[config.mk]
export PLATFORM = sky130hd
export DESIGN_NAME = nmea_chk_accum
export DESIGN_NICKNAME = d
export VERILOG_FILES = /design/src/rtl/nmea_chk_pkg.sv /design/src/rtl/nmea_chk_accum.sv
export SDC_FILE = /design/constraint.sdc
export NUM_CORES = 1
export LEC_CHECK = 0
export BUFFER_PORTS_ARGS = -buffer_cell sky130_fd_sc_hd__buf_4
export CAP_MARGIN = 20
export CORE_ASPECT_RATIO = 0.6
export CORE_MARGIN = 10
export CORE_UTILIZATION = 33
export CTS_BUF_LIST = sky130_fd_sc_hd__clkbuf_2
export CTS_CLUSTER_DIAMETER = 150
export DETAILED_ROUTE_END_ITERATION = 10
export GPL_TIMING_DRIVEN = 0
export PLACE_DENSITY = 0.62
export SETUP_SLACK_MARGIN = 0.02
export SLEW_MARGIN = 20
export SYNTH_ARGS = -nofsm -noshare
export SYNTH_HDL_FRONTEND = slang
export SYNTH_SLANG_ARGS = --single-unit
[constraint.sdc]
create_clock -name i_clk -period 3.3 [get_ports i_clk]
set_clock_uncertainty 0.15 [all_clocks]
set_input_delay 0.495 -clock i_clk [delete_from_list [all_inputs] [get_ports i_clk]]
set_output_delay 0.495 -clock i_clk [all_outputs]
set_load 0.005 [all_outputs]
[src/rtl/nmea_chk_pkg.sv]
// Shared types, character codes and helpers for the NMEA sentence checker.
package nmea_chk_pkg;

    localparam int LINE_BYTES_DEF = 128;
    localparam int MAX_FIELDS_DEF = 31;

    localparam logic [7:0] CH_LF     = 8'h0A;
    localparam logic [7:0] CH_CR     = 8'h0D;
    localparam logic [7:0] CH_DOLLAR = 8'h24;
    localparam logic [7:0] CH_STAR   = 8'h2A;
    localparam logic [7:0] CH_COMMA  = 8'h2C;

    typedef enum logic [2:0] {
        ST_OK        = 3'd0,
        ST_SHORT     = 3'd1,
        ST_NO_DOLLAR = 3'd2,
        ST_NO_STAR   = 3'd3,
        ST_NO_SUM    = 3'd4,
        ST_BAD_SUM   = 3'd5,
        ST_OVERFLOW  = 3'd6
    } t_status;

    typedef enum logic [2:0] {
        KIND_OTHER = 3'd0,
        KIND_GGA   = 3'd1,
        KIND_VTG   = 3'd2,
        KIND_RMC   = 3'd3,
        KIND_GPGSV = 3'd4,
        KIND_IISMD = 3'd5
    } t_kind;

    // Snapshot of the line held so far, handed to the evaluation logic.
    typedef struct packed {
        logic [5:0][7:0] hdr;
        logic [2:0][7:0] tail;
        logic [7:0]      xsum;
        logic            ge4;
        logic            ge6;
    } t_line;

    typedef struct packed {
        t_status    status;
        t_kind      kind;
        logic [4:0] fields;
        logic [7:0] cx;
        logic [7:0] rx;
        logic       upd;
    } t_result;

    // Returns {valid, value} for an ASCII hex digit.
    function automatic logic [4:0] hex_digit(input logic [7:0] c);
        logic [4:0] r;
        r = 5'd0;
        if (c >= 8'h30 && c <= 8'h39) begin
            r = {1'b1, 4'(c - 8'h30)};
        end else if (c >= 8'h61 && c <= 8'h66) begin
            r = {1'b1, 4'(c - 8'h57)};
        end else if (c >= 8'h41 && c <= 8'h46) begin
            r = {1'b1, 4'(c - 8'h37)};
        end
        return r;
    endfunction

endpackage

[src/rtl/nmea_chk_accum.sv]
// Line accumulator: length, trailing carriage returns, checksum, comma count, header and tail bytes.
module nmea_chk_accum #(
    parameter int LINE_BYTES = nmea_chk_pkg::LINE_BYTES_DEF,
    parameter int MAX_FIELDS = nmea_chk_pkg::MAX_FIELDS_DEF
) (
    input  logic                               i_clk,
    input  logic                               i_rst_n,
    input  logic                               i_step,
    input  logic [7:0]                         i_byte,
    output nmea_chk_pkg::t_line                o_line,
    output logic [$clog2(MAX_FIELDS+1)-1:0]    o_comma,
    output logic                               o_is_lf,
    output logic                               o_ovf
);
    import nmea_chk_pkg::*;

    localparam int LEN_W = $clog2(LINE_BYTES);
    localparam int SUM_W = LEN_W + 1;
    localparam int CNT_W = $clog2(MAX_FIELDS + 1);

    logic [LEN_W-1:0]      r_len, n_len;
    logic [LEN_W-1:0]      r_pend, n_pend;
    logic [7:0]            r_xor, n_xor;
    logic [2:0][7:0]       r_tail, n_tail;
    logic [5:0][7:0]       r_hdr, n_hdr;
    logic [CNT_W-1:0]      r_comma, n_comma;

    logic [SUM_W-1:0] len_w, pend_w, pos_b, total;
    logic [SUM_W-1:0] cr_cnt;
    logic             is_cr;

    assign len_w   = SUM_W'(r_len);
    assign pend_w  = SUM_W'(r_pend);
    assign pos_b   = len_w + pend_w;
    assign total   = pos_b + SUM_W'(1);
    assign is_cr   = (i_byte == CH_CR);
    assign o_is_lf = (i_byte == CH_LF);
    assign o_ovf   = !o_is_lf && (total >= SUM_W'(LINE_BYTES - 1));

    // Carriage returns released together with the byte that lands after them;
    // only those that end up at least four places from the end enter the XOR.
    always_comb begin
        cr_cnt = '0;
        if (r_len != '0) begin
            if (pend_w >= SUM_W'(3)) cr_cnt = pend_w - SUM_W'(2);
        end else begin
            if (pend_w >= SUM_W'(4)) cr_cnt = pend_w - SUM_W'(3);
        end
    end

    always_comb begin
        n_len   = r_len;
        n_pend  = r_pend;
        n_xor   = r_xor;
        n_tail  = r_tail;
        n_hdr   = r_hdr;
        n_comma = r_comma;
        if (i_step) begin
            if (o_is_lf || o_ovf) begin
                n_len   = '0;
                n_pend  = '0;
                n_xor   = '0;
                n_tail  = '0;
                n_hdr   = '0;
                n_comma = '0;
            end else if (is_cr) begin
                n_pend = r_pend + LEN_W'(1);
            end else begin
                if (len_w >= SUM_W'(4)) n_xor = n_xor ^ r_tail[0];
                if (pend_w >= SUM_W'(1) && len_w >= SUM_W'(3)) n_xor = n_xor ^ r_tail[1];
                if (pend_w >= SUM_W'(2) && len_w >= SUM_W'(2)) n_xor = n_xor ^ r_tail[2];
                if (cr_cnt[0]) n_xor = n_xor ^ CH_CR;

                if (r_pend == '0) begin
                    n_tail = {i_byte, r_tail[2], r_tail[1]};
                end else if (r_pend == LEN_W'(1)) begin
                    n_tail = {i_byte, CH_CR, r_tail[2]};
                end else begin
                    n_tail = {i_byte, CH_CR, CH_CR};
                end

                for (int i = 0; i < 6; i++) begin
                    if (SUM_W'(i) >= len_w && SUM_W'(i) < pos_b) begin
                        n_hdr[i] = CH_CR;
                    end else if (SUM_W'(i) == pos_b) begin
                        n_hdr[i] = i_byte;
                    end
                end

                if (i_byte == CH_COMMA && r_comma < CNT_W'(MAX_FIELDS)) begin
                    n_comma = r_comma + CNT_W'(1);
                end

                n_len  = LEN_W'(total);
                n_pend = '0;
            end
        end
    end

    always_ff @(posedge i_clk) begin
        if (!i_rst_n) begin
            r_len   <= '0;
            r_pend  <= '0;
            r_xor   <= '0;
            r_tail  <= '0;
            r_hdr   <= '0;
            r_comma <= '0;
        end else begin
            r_len   <= n_len;
            r_pend  <= n_pend;
            r_xor   <= n_xor;
            r_tail  <= n_tail;
            r_hdr   <= n_hdr;
            r_comma <= n_comma;
        end
    end

    assign o_line.hdr  = r_hdr;
    assign o_line.tail = r_tail;
    assign o_line.xsum = r_xor;
    assign o_line.ge4  = (r_len >= LEN_W'(4));
    assign o_line.ge6  = (r_len >= LEN_W'(6));
    assign o_comma     = r_comma;

endmodule

Word-level counts from Yosys, hierarchy flattened
Index checks and enable logic that the tools add are counted.
{ "totals": {"n_memories": 0, "latch_bits": 0, "mem_bits_rw": 0, "romBits": 0, "regBits": 99, "out_inout_bits": 89, "inputBits": 11, "word_cells": 129} }
{ "classes": {"bitwise_logic": 4, "n_addsub": 6, "mul": 0, "eq_ne": 10, "shifts": 0, "mux": 43, "n_lt_le_gt_ge": 23, "n_div": 0, "n_reduce_logical": 30} }
{ "op_table": {"columns": ["op", "n"], "rows": [
  ["$mux W8", 27],
  ["$mux W48", 2],
  ["$mux W24", 2],
  ["$ge A7 B2 Y1 const B", 4],
  ["$ge A7 B3 Y1 const B", 4],
  ["$mux W7", 4],
  ["$xor A8 B8 Y8", 3],
  ["$reduce_and A3 Y1", 7],
  ["$reduce_bool A3 Y1", 6],
  ["$eq A2 B8 Y1 const A", 2],
  ["$eq A3 B8 Y1 const A", 2],
  ["$eq A8 B4 Y1 const B", 2],
  ["$lt A1 B8 Y1 const A", 2],
  ["$lt A2 B8 Y1 const A", 2],
  ["$lt A3 B8 Y1 const A", 2],
  ["$mux W16", 1],
  ["$mux W5", 3],
  ["$ge A1 B7 Y1 const A", 2],
  ["$ge A2 B7 Y1 const A", 2],
  ["$ge A3 B7 Y1 const A", 2],
  ["$logic_and A1 B1 Y1", 10],
  ["$add A7 B7 Y8", 1],
  ["$add A8 B1 Y8 const B", 1],
  ["$eq A1 B8 Y1 const A", 1],
  ["other kinds (19)", 22]
]} }

Depth between registers and ports, before layout
Gate-level depths: netlist of run 1.
{ "logic_depth": {"ltp_word": 21, "depth_mapped": 13, "ltp_nobuf": 11} }

Worst setup path after synthesis of run 1
OpenSTA, ideal clock, no wires.
{ "synth_timing": {"path_type": "reg-to-reg", "start": "register r_pend[0]", "end": "register r_comma[0], in the netlist o_comma[0]", "setup_ns": 0.070, "required_ns": 3.080, "n_path_buf": 1, "setup_slack_ns": -0.279, "stages_incl_launch_ff": 12, "arrival_ns": 3.359, "synth_period_minus_slack_ns": 3.579, "path_cell_list": "dfxtp_1 ha_1 fa_1 a211o_1 and3_4 o211a_1 o41a_1 a211o_1 buf_6 or2_4 or3b_1 a21boi_1"} }
{ "synth_via": {"elab_chain_len": 7, "elab_cells_between_ends": 9, "cone_classes": "2 x add/sub; 1 x order compare; 1 x eq/ne; 1 x mux; 4 x reduce/logical"} }
{ "synth_rtl": {"columns": ["item", "line_no", "source"], "rows": [
  ["start, declared", "nmea_chk_accum.sv:22", "logic [LEN_W-1:0] r_pend, n_pend;"],
  ["start signal, assigned", "nmea_chk_accum.sv:110", "r_pend <= n_pend;"],
  ["$add A7 B7 Y8 (*)", "nmea_chk_accum.sv:34", "assign pos_b = len_w + pend_w;"],
  ["$add A8 B1 Y8 (*)", "nmea_chk_accum.sv:35", "assign total = pos_b + SUM_W'(1);"],
  ["$ge A8 B7 Y1 (*)", "nmea_chk_accum.sv:38", "assign o_ovf = !o_is_lf && (total >= SUM_W'(LINE_BYTES - 1));"],
  ["$logic_and A1 B1 Y1 (*)", "nmea_chk_accum.sv:38", null],
  ["$logic_or A1 B1 Y1 (*)", "nmea_chk_accum.sv:59", "if (o_is_lf || o_ovf) begin"],
  ["$ne A2 B1 Y1 (no line) / $reduce_bool A2 Y1 (equally long branches)", null, null],
  ["$reduce_and A3 Y1 (no line)", null, null],
  ["end signal, assigned", "nmea_chk_accum.sv:114", "r_comma <= n_comma;"],
  ["end, declared", "nmea_chk_accum.sv:26", "logic [CNT_W-1:0] r_comma, n_comma;"]
]} }
Every way passes the cells marked *; elsewhere a longest branch is shown, timed or not.
A chain may end at the register's enable or synchronous reset.

Final worst setup path of run 1
{ "layout_timing": {"start": "register r_pend[3]", "end": "output o_ovf"} }
{ "layout_via": {"elab_chain_len": 4} }
{ "layout_rtl": {"columns": ["item", "line_no", "source"], "rows": [
  ["$add A7 B7 Y8", "nmea_chk_accum.sv:34", null],
  ["$add A8 B1 Y8", "nmea_chk_accum.sv:35", null],
  ["$ge A8 B7 Y1", "nmea_chk_accum.sv:38", null],
  ["$logic_and A1 B1 Y1", "nmea_chk_accum.sv:38", null],
  ["end, declared", "nmea_chk_accum.sv:13", "output logic o_ovf"]
]} }
Every way passes these cells.

==> out/qor.yml, run 1 <==
max-cap-violations: 0
area_growth_pct: 38.8
synth_top_area_share: 0.408
drt-initial-drc-count: 422
yosysTopAreaCell: "dfxtp_1"
fin_crit_sh: 1.17
period_needed_ns: 3.85
root_buffer: "clkbuf_2"
setup_viol: 100
rsz0062_at_grt: "true"
powerDensity_mw_per_mm2: 315
relSlewSlack: 0.394
gr-total-overflow: 0
io_pins: 100
tns_ns: -30.68
drtPass1Iterations: 5
synth_edf_count: 0
ir_drop_mv: 0.171
grt_first_pass_wirelength_um: 26900
cts_tree: "built"
hold_class: "input pin to flop"
die_x_um: 177
grt_start_max_net_pins: 18
power_uw: 2130
start_util: 0.336
die_area_mm2: 0.0201
critPathLaunchType: "flop"
gr-usage-all-layers: 0.167
ys_ff_latch: 99
grt_pass1_vias: 4763
drive_above_1_share: 0.333
postCtsHoldBufs: 0
numPortBuffers: 93
cts_buffers: 9
antenna_found_initial: 0
synth.distinct_cells: 59
die_h_um: 114
max-clock-path-buffers: 2
tightest_slew_ns: 0.901
avgViaCountPerCell: 5.37
cts_sinks: 99
arrival_ns: 3.20
yosys-top-cells-area: "dfxtp_1, a22o_1, xnor2_1"
syn_inst: 555
fmax_mhz: 260
synth_area_mm2: 0.00486
dpl.hpwl_um: 12200
final_hold_viol_count: 0
leakage_uw: 0.00274
synth_warnings: 0
layout_setup_ws_ns: -0.545
ys_seq_area_frac: 0.408
ant_nets: 0
wirelength_um: 17100
async_reset_ff_frac: 0
violations: "setup timing"
drcViolationCount: 0
gp_congestion: 0.939
wire_per_inst_um: 19.4
outcome: "complete, but fails checks"
yosysMostFrequentCell: "dfxtp_1"
drv_slew: 0
cts.reportedPaths.clkPinSlew_ns: 0.27
vias: 4761
cp-end-kind: "output pin"
nNetsFinal: 710
synth_area_per_cell_um2: 8.76
antennaDiodeCount: 0
row_count: 34
clock_latency_ns: 0.60
core_area_mm2: 0.0145
worstSetupPathType: "flop to output pin"
htree_levels: 3
critPathMaxFanout: 6
synth_nets: 581
synth_commonest_cells: "dfxtp_1, nand2_1, nor2_1, a22o_1, xnor2_1"
required_ns: 2.65
synth-main-ff-cell: "dfxtp_1"
==> flip-flops by register name (all words and copies together), names as in the netlist <==
register and flops:
o_comma 5, o_line 72, r_len 7, r_pend 7, r_xor 8
==> final timing paths <==
path              start         end  slack (ns)  depth (start not counted)
max reg2reg   r_pend[3]  o_comma[0]       -0.41                         11
max           r_pend[3]       o_ovf       -0.55                          9
min reg2reg  o_line[34]  o_line[34]        0.32                          2
min           i_byte[3]  o_line[29]        0.05                          2
==> worst max-delay path, cell delays in order (launching register included) <==
cell and delay (ns):
dfxtp_1 0.55, ha_1 0.34, and2_1 0.19, a221o_1 0.35, nor2_1 0.24, xor2_2 0.19, or3_1 0.38, a21oi_2 0.18
nor2_1 0.06, buf_4 0.14
==> final cells by class <==
class	count	area, µm²
fill	1382	7720
multi-input combinational	409	3120
sequential	99	1990
timing repair buffer	120	1030
tap	198	248
buffer	27	199
inverter	18	67.6
clock inverter	6	47.5
clock buffer	9	45.0
==> through the flow <==
| stage | std cells | utilization | hold WS, ns | instance area [µm²] | setup WS [ns] |
|---|---|---|---|---|---|
| finish | 886 | 0.466 | 0.0467 | 6750 | -0.545 |
| CTS | 886 | 0.464 | 0.0272 | 6710 | -0.560 |
| global route | 886 | 0.466 | 0.000216 | 6750 | -0.678 |
| floorplan | 555 | - | 0.290 | 4900 | -0.0698 |
| global placement | 846 | 0.404 | 0.291 | 5850 | -0.573 |
| detailed placement | 846 | 0.404 | 0.296 | 5850 | -0.666 |
==> layout by cell type (no fill, tap or decap), drive strengths merged, types with 8 or more instances in the layout <==
cell type	n
a21oi	25
nand2	65
xnor2	30
dfxtp	99
and3	8
o21ai	19
ha	14
nor2	62
nand3	12
inv	22
nor2b	9
clkbuf	24
o2bb2ai	23
a22o	52
a21boi	8
buf	132
and2	12
xor2	9
==> kinds of logic (layout without fill, tap and decap cells) <==
family | Yosys count | in the layout | synth area share
fa+ha+maj | 15 | 15 | 0.0402
xor+xnor | 39 | 39 | 0.0703
flops | 99 | 99 | 0.408
simple gates | 194 | 195 | 0.190
buf+inv | 48 | 180 | 0.0427
compound gates | 160 | 160 | 0.249
==> metal layers <==
metal | share of wire | track usage
met5 | 0 | 0
met4 | 0.0083 | 0.0284
met3 | 0.10 | 0.0660
met2 | 0.42 | 0.249
met1 | 0.46 | 0.225
==> what timing repair did <==
action,CTS,global route
endpoints found under the setup margin,100,100
resized for setup,134,9
gates cloned,7,0
pin swaps,53,1
buffers inserted,21,0
==> report_power, final <==
group | total [µW] | switching [µW] | internal [µW] | leakage [µW]
clock network | 559 | 451 | 108 | 0.0000648
registers | 1270 | 33.2 | 1230 | 0.000804
logic | 301 | 165 | 137 | 0.00187
total | 2130 | 649 | 1480 | 0.00274
Note: power is estimated with default switching activity, not from simulation.
==> inputs of run 2 (changes only) <==
ABC_AREA = 1   (was unset)
GPL_TIMING_DRIVEN = 1   (was 0)
PLACE_DENSITY = 0.61   (was 0.62)
==> out/qor.yml, run 2 <==
synth_warnings: 0  # unchanged
max-cap-violations: 0  # unchanged
pwr-share-comb: 0.281  # +0.139
largest_register_ffs: 72  # unchanged
worstSetupPathType: "flop to output pin"
ys_ff_latch: 99  # unchanged
p_sw_uw: 931  # +43%
r2r_slack_ns: -0.18  # +0.23 ns
drcViolationCount: 0  # unchanged
tightest_slew_ns: 0.727  # -0.173 ns
drv_slew: 0  # unchanged
cts_buffers: 9  # unchanged
netSwitchingFraction: 0.347  # +0.0419
grt_first_pass_wirelength_um: 29200  # +8.7%
async_reset_ff_frac: 0  # unchanged
leakage_uw: 0.00371  # +35%
grt_pass1_vias: 5369  # +13%
grt_start_max_net_pins: 48  # +30
syn_inst: 827  # +49%
required_ns: 2.65  # about the same
drive_above_1_share: 0.358  # +0.0247
final_hold_viol_count: 0  # unchanged
crit_top_cell: "nor2_4"
crit_path_start: "r_pend[0]"
clock_latency_ns: 0.60  # about the same
dpl_cell_area_mm2: 0.00652  # +12%
violations: "setup timing"
fin_crit_sh: 1.07  # -0.0942
antenna_found_initial: 0  # unchanged
instances_no_fill: 1214  # +37%
ys_seq_area_frac: 0.366  # -0.0423
crit_path_top_delay_cell: "fa_2"
drt-initial-drc-count: 698  # +65%
die_area_mm2: 0.0221  # +9.9%
die_x_um: 185  # +5.0%
ant_nets: 0  # unchanged
powerDensity_mw_per_mm2: 331  # +5.0%
ir_drop_mv: 0.194  # +13%
fmax_mhz: 283  # +8.8%
critPathMaxFanout: 3  # -3
gp_congestion: 0.921  # -2.0%
die_h_um: 119  # +4.6%
final_common_cell: "nand2_1"
root_buffer: "clkbuf_2"
reg2reg_from: "r_pend[0]"
cts.reportedPaths.clkPinSlew_ns: 0.29  # +0.02 ns
critPathLaunchType: "flop"
synth_area_mm2: 0.00542  # +12%
reg2reg_depth: 22  # +11
mostFrequentLayoutCells: "nand2_1, buf_4, dfxtp_1"
worst-path-stages: 14  # +5
wirelength_um: 20200  # +18%
cts_sinks: 99  # unchanged
crit_buf_inv: 2  # +1
multi_input_area_mm2: 0.00371  # +19%
crit_end: "o_ovf"
io_pins: 100  # unchanged
vias: 6171  # +30%
synth.distinct_cells: 38  # -36%
synth_commonest_cells: "nand2_1, nand3_1, nor2_1, dfxtp_1, inv_1"
yosysMostFrequentCell: "nand2_1"
gr-total-overflow: 0  # unchanged
synth_top_area_share: 0.366  # -0.0423
wire_per_inst_um: 16.7  # -14%
path_cells: "ha_4 > fa_2 > ha_4 > inv_4 > nor2_4 > nand3_2 > nor2_4 > nand2_2 > nand2_2 > nand2_2 > nor2_4 > nor2_4 > nor2_4 > buf_6"
area_growth_pct: 49.5
avgViaCountPerCell: 5.08  # -5.4%
dp_cells: 1138  # +35%
slowest_delay_ns: 0.57  # +0.02 ns
period_needed_ns: 3.53  # -0.311 ns
nNetsFinal: 1025  # +44%
numPortBuffers: 99  # +6.5%
clockPowerShare: 0.226  # -0.037
yosysTopAreaCell: "dfxtp_1"
outcome: "complete, but fails checks"
start_util: 0.335  # -0.000718
cpLargestDelayFamily: "adder cells"
drtPass1Iterations: 5  # unchanged
synth_area_per_cell_um2: 6.56  # -25%
setup_viol: 91  # -9.0%
synth-main-ff-cell: "dfxtp_1"
seq_area_mm2: 0.00199  # -0.13%
r2r_end: "o_line[29]"
yosys-top-cells-area: "dfxtp_1, nand2_1, nand3_1"
dpl.hpwl_um: 13500  # +11%
stdcell_area_mm2: 0.00810  # +20%
gr-usage-all-layers: 0.162  # -0.00489
p_int_uw: 1750  # +18%
relSlewSlack: 0.512  # +0.118
arrival_ns: 2.89  # -0.31 ns
htree_levels: 3  # unchanged
seq_power_share: 0.494  # -0.101
rsz0062_at_grt: "true"
max-clock-path-buffers: 2  # unchanged
postCtsHoldBufs: 0  # unchanged
synth_nets: 853  # +47%
cp-end-kind: "output pin"
layout_setup_ws_ns: -0.234  # +0.311 ns
synth_edf_count: 0  # unchanged
cts_tree: "built"
core_area_mm2: 0.0162  # +12%
hold_class: "input pin to flop"
fillers: 1481  # +7.2%
row_count: 36  # +5.9%
run 2: cell types whose count changed in the layout (fill, tap and decap cells not counted), moves of 21 or more:
| cell | previous run | this run |
|---|---|---|
| inv_1 | 18 | 83 |
| a22o_1 | 52 | 0 |
| xnor2_1 | 29 | 1 |
| nand3_1 | 11 | 77 |
| nand2_1 | 59 | 194 |
| nor2_1 | 52 | 87 |
| buf_4 | 104 | 137 |
| nand3_2 | 1 | 35 |
| nand2_2 | 4 | 25 |
run 2: what timing repair did:
item | CTS | global route
endpoints found under the setup margin | 13 | 100
resized for setup | 42 | 202
gates cloned | 0 | 4
buffers inserted | 19 | 43
pin swaps | 19 | 80
run 2: worst min path at each step:
stage	slack, ns	end	depth (start not counted)	start
5_1_grt	0.05	o_line[27]	4	i_byte[1]
6_report	0.11	o_line[27]	4	i_byte[1]
4_1_cts	0.06	o_line[27]	3	i_byte[1]
3_3_place_gp	0.31	o_line[14]	2	o_line[14]
3_5_place_dp	0.31	o_line[15]	2	o_line[15]
2_1_floorplan	0.30	r_len[5]	2	r_len[5]
run 2: cells by family after synthesis:
group / synth area share
flops: 0.366
compound gates: 0.0870
xor+xnor: 0.0372
fa+ha+maj: 0.0360
buf+inv: 0.0872
simple gates: 0.387
run 2: area by class of cell:
cell class,instances,area share
multi-input combinational,613,0.457
sequential,99,0.245
tap,209,0.0323
clock buffer,9,0.00556
timing repair buffer,182,0.205
inverter,94,0.0463
clock inverter,7,0.00818
antenna,1,0.000309
run 2: worst min-delay path: cells and delay by family:
family	cells	cell delay (ns)
buf+inv	2	0.25
simple gates	1	0.07
compound gates	1	0.05
run 2: metrics by stage:
| step | setup TNS, ns | total power (µW) | hold slack, ns | setup WS, ns | utilization |
|---|---|---|---|---|---|
| 6_report | -9.21 | 2680 | 0.110 | -0.234 | 0.501 |
| 5_1_grt | -19.41 | 2830 | 0.0520 | -0.355 | 0.501 |
| 4_1_cts | -0.881 | 2520 | 0.0585 | -0.262 | 0.428 |
| 3_5_place_dp | 0 | 1900 | 0.310 | 0.0309 | 0.403 |
| 3_3_place_gp | 0 | 1900 | 0.309 | 0.114 | 0.403 |
| 2_1_floorplan | 0 | 1650 | 0.297 | 0.208 | - |
run 2: power by group through the flow:
stage                     Sequential (µW)  Combinational (µW)  Clock [µW]
final                                1320                 752         605
after global routing                 1330                 822         668
after CTS                            1320                 586         612
after detailed placement             1340                 562           0
after global placement               1340                 558           0
after floorplan                      1330                 313           0
run 2: per-layer routing:
layer,vias up,GRT usage,share of wire
met3,31,0.0489,0.10
met2,279,0.215,0.41
met4,0,0.0293,0.017
li1,3010,-,-
met1,2851,0.247,0.47
met5,-,0,0
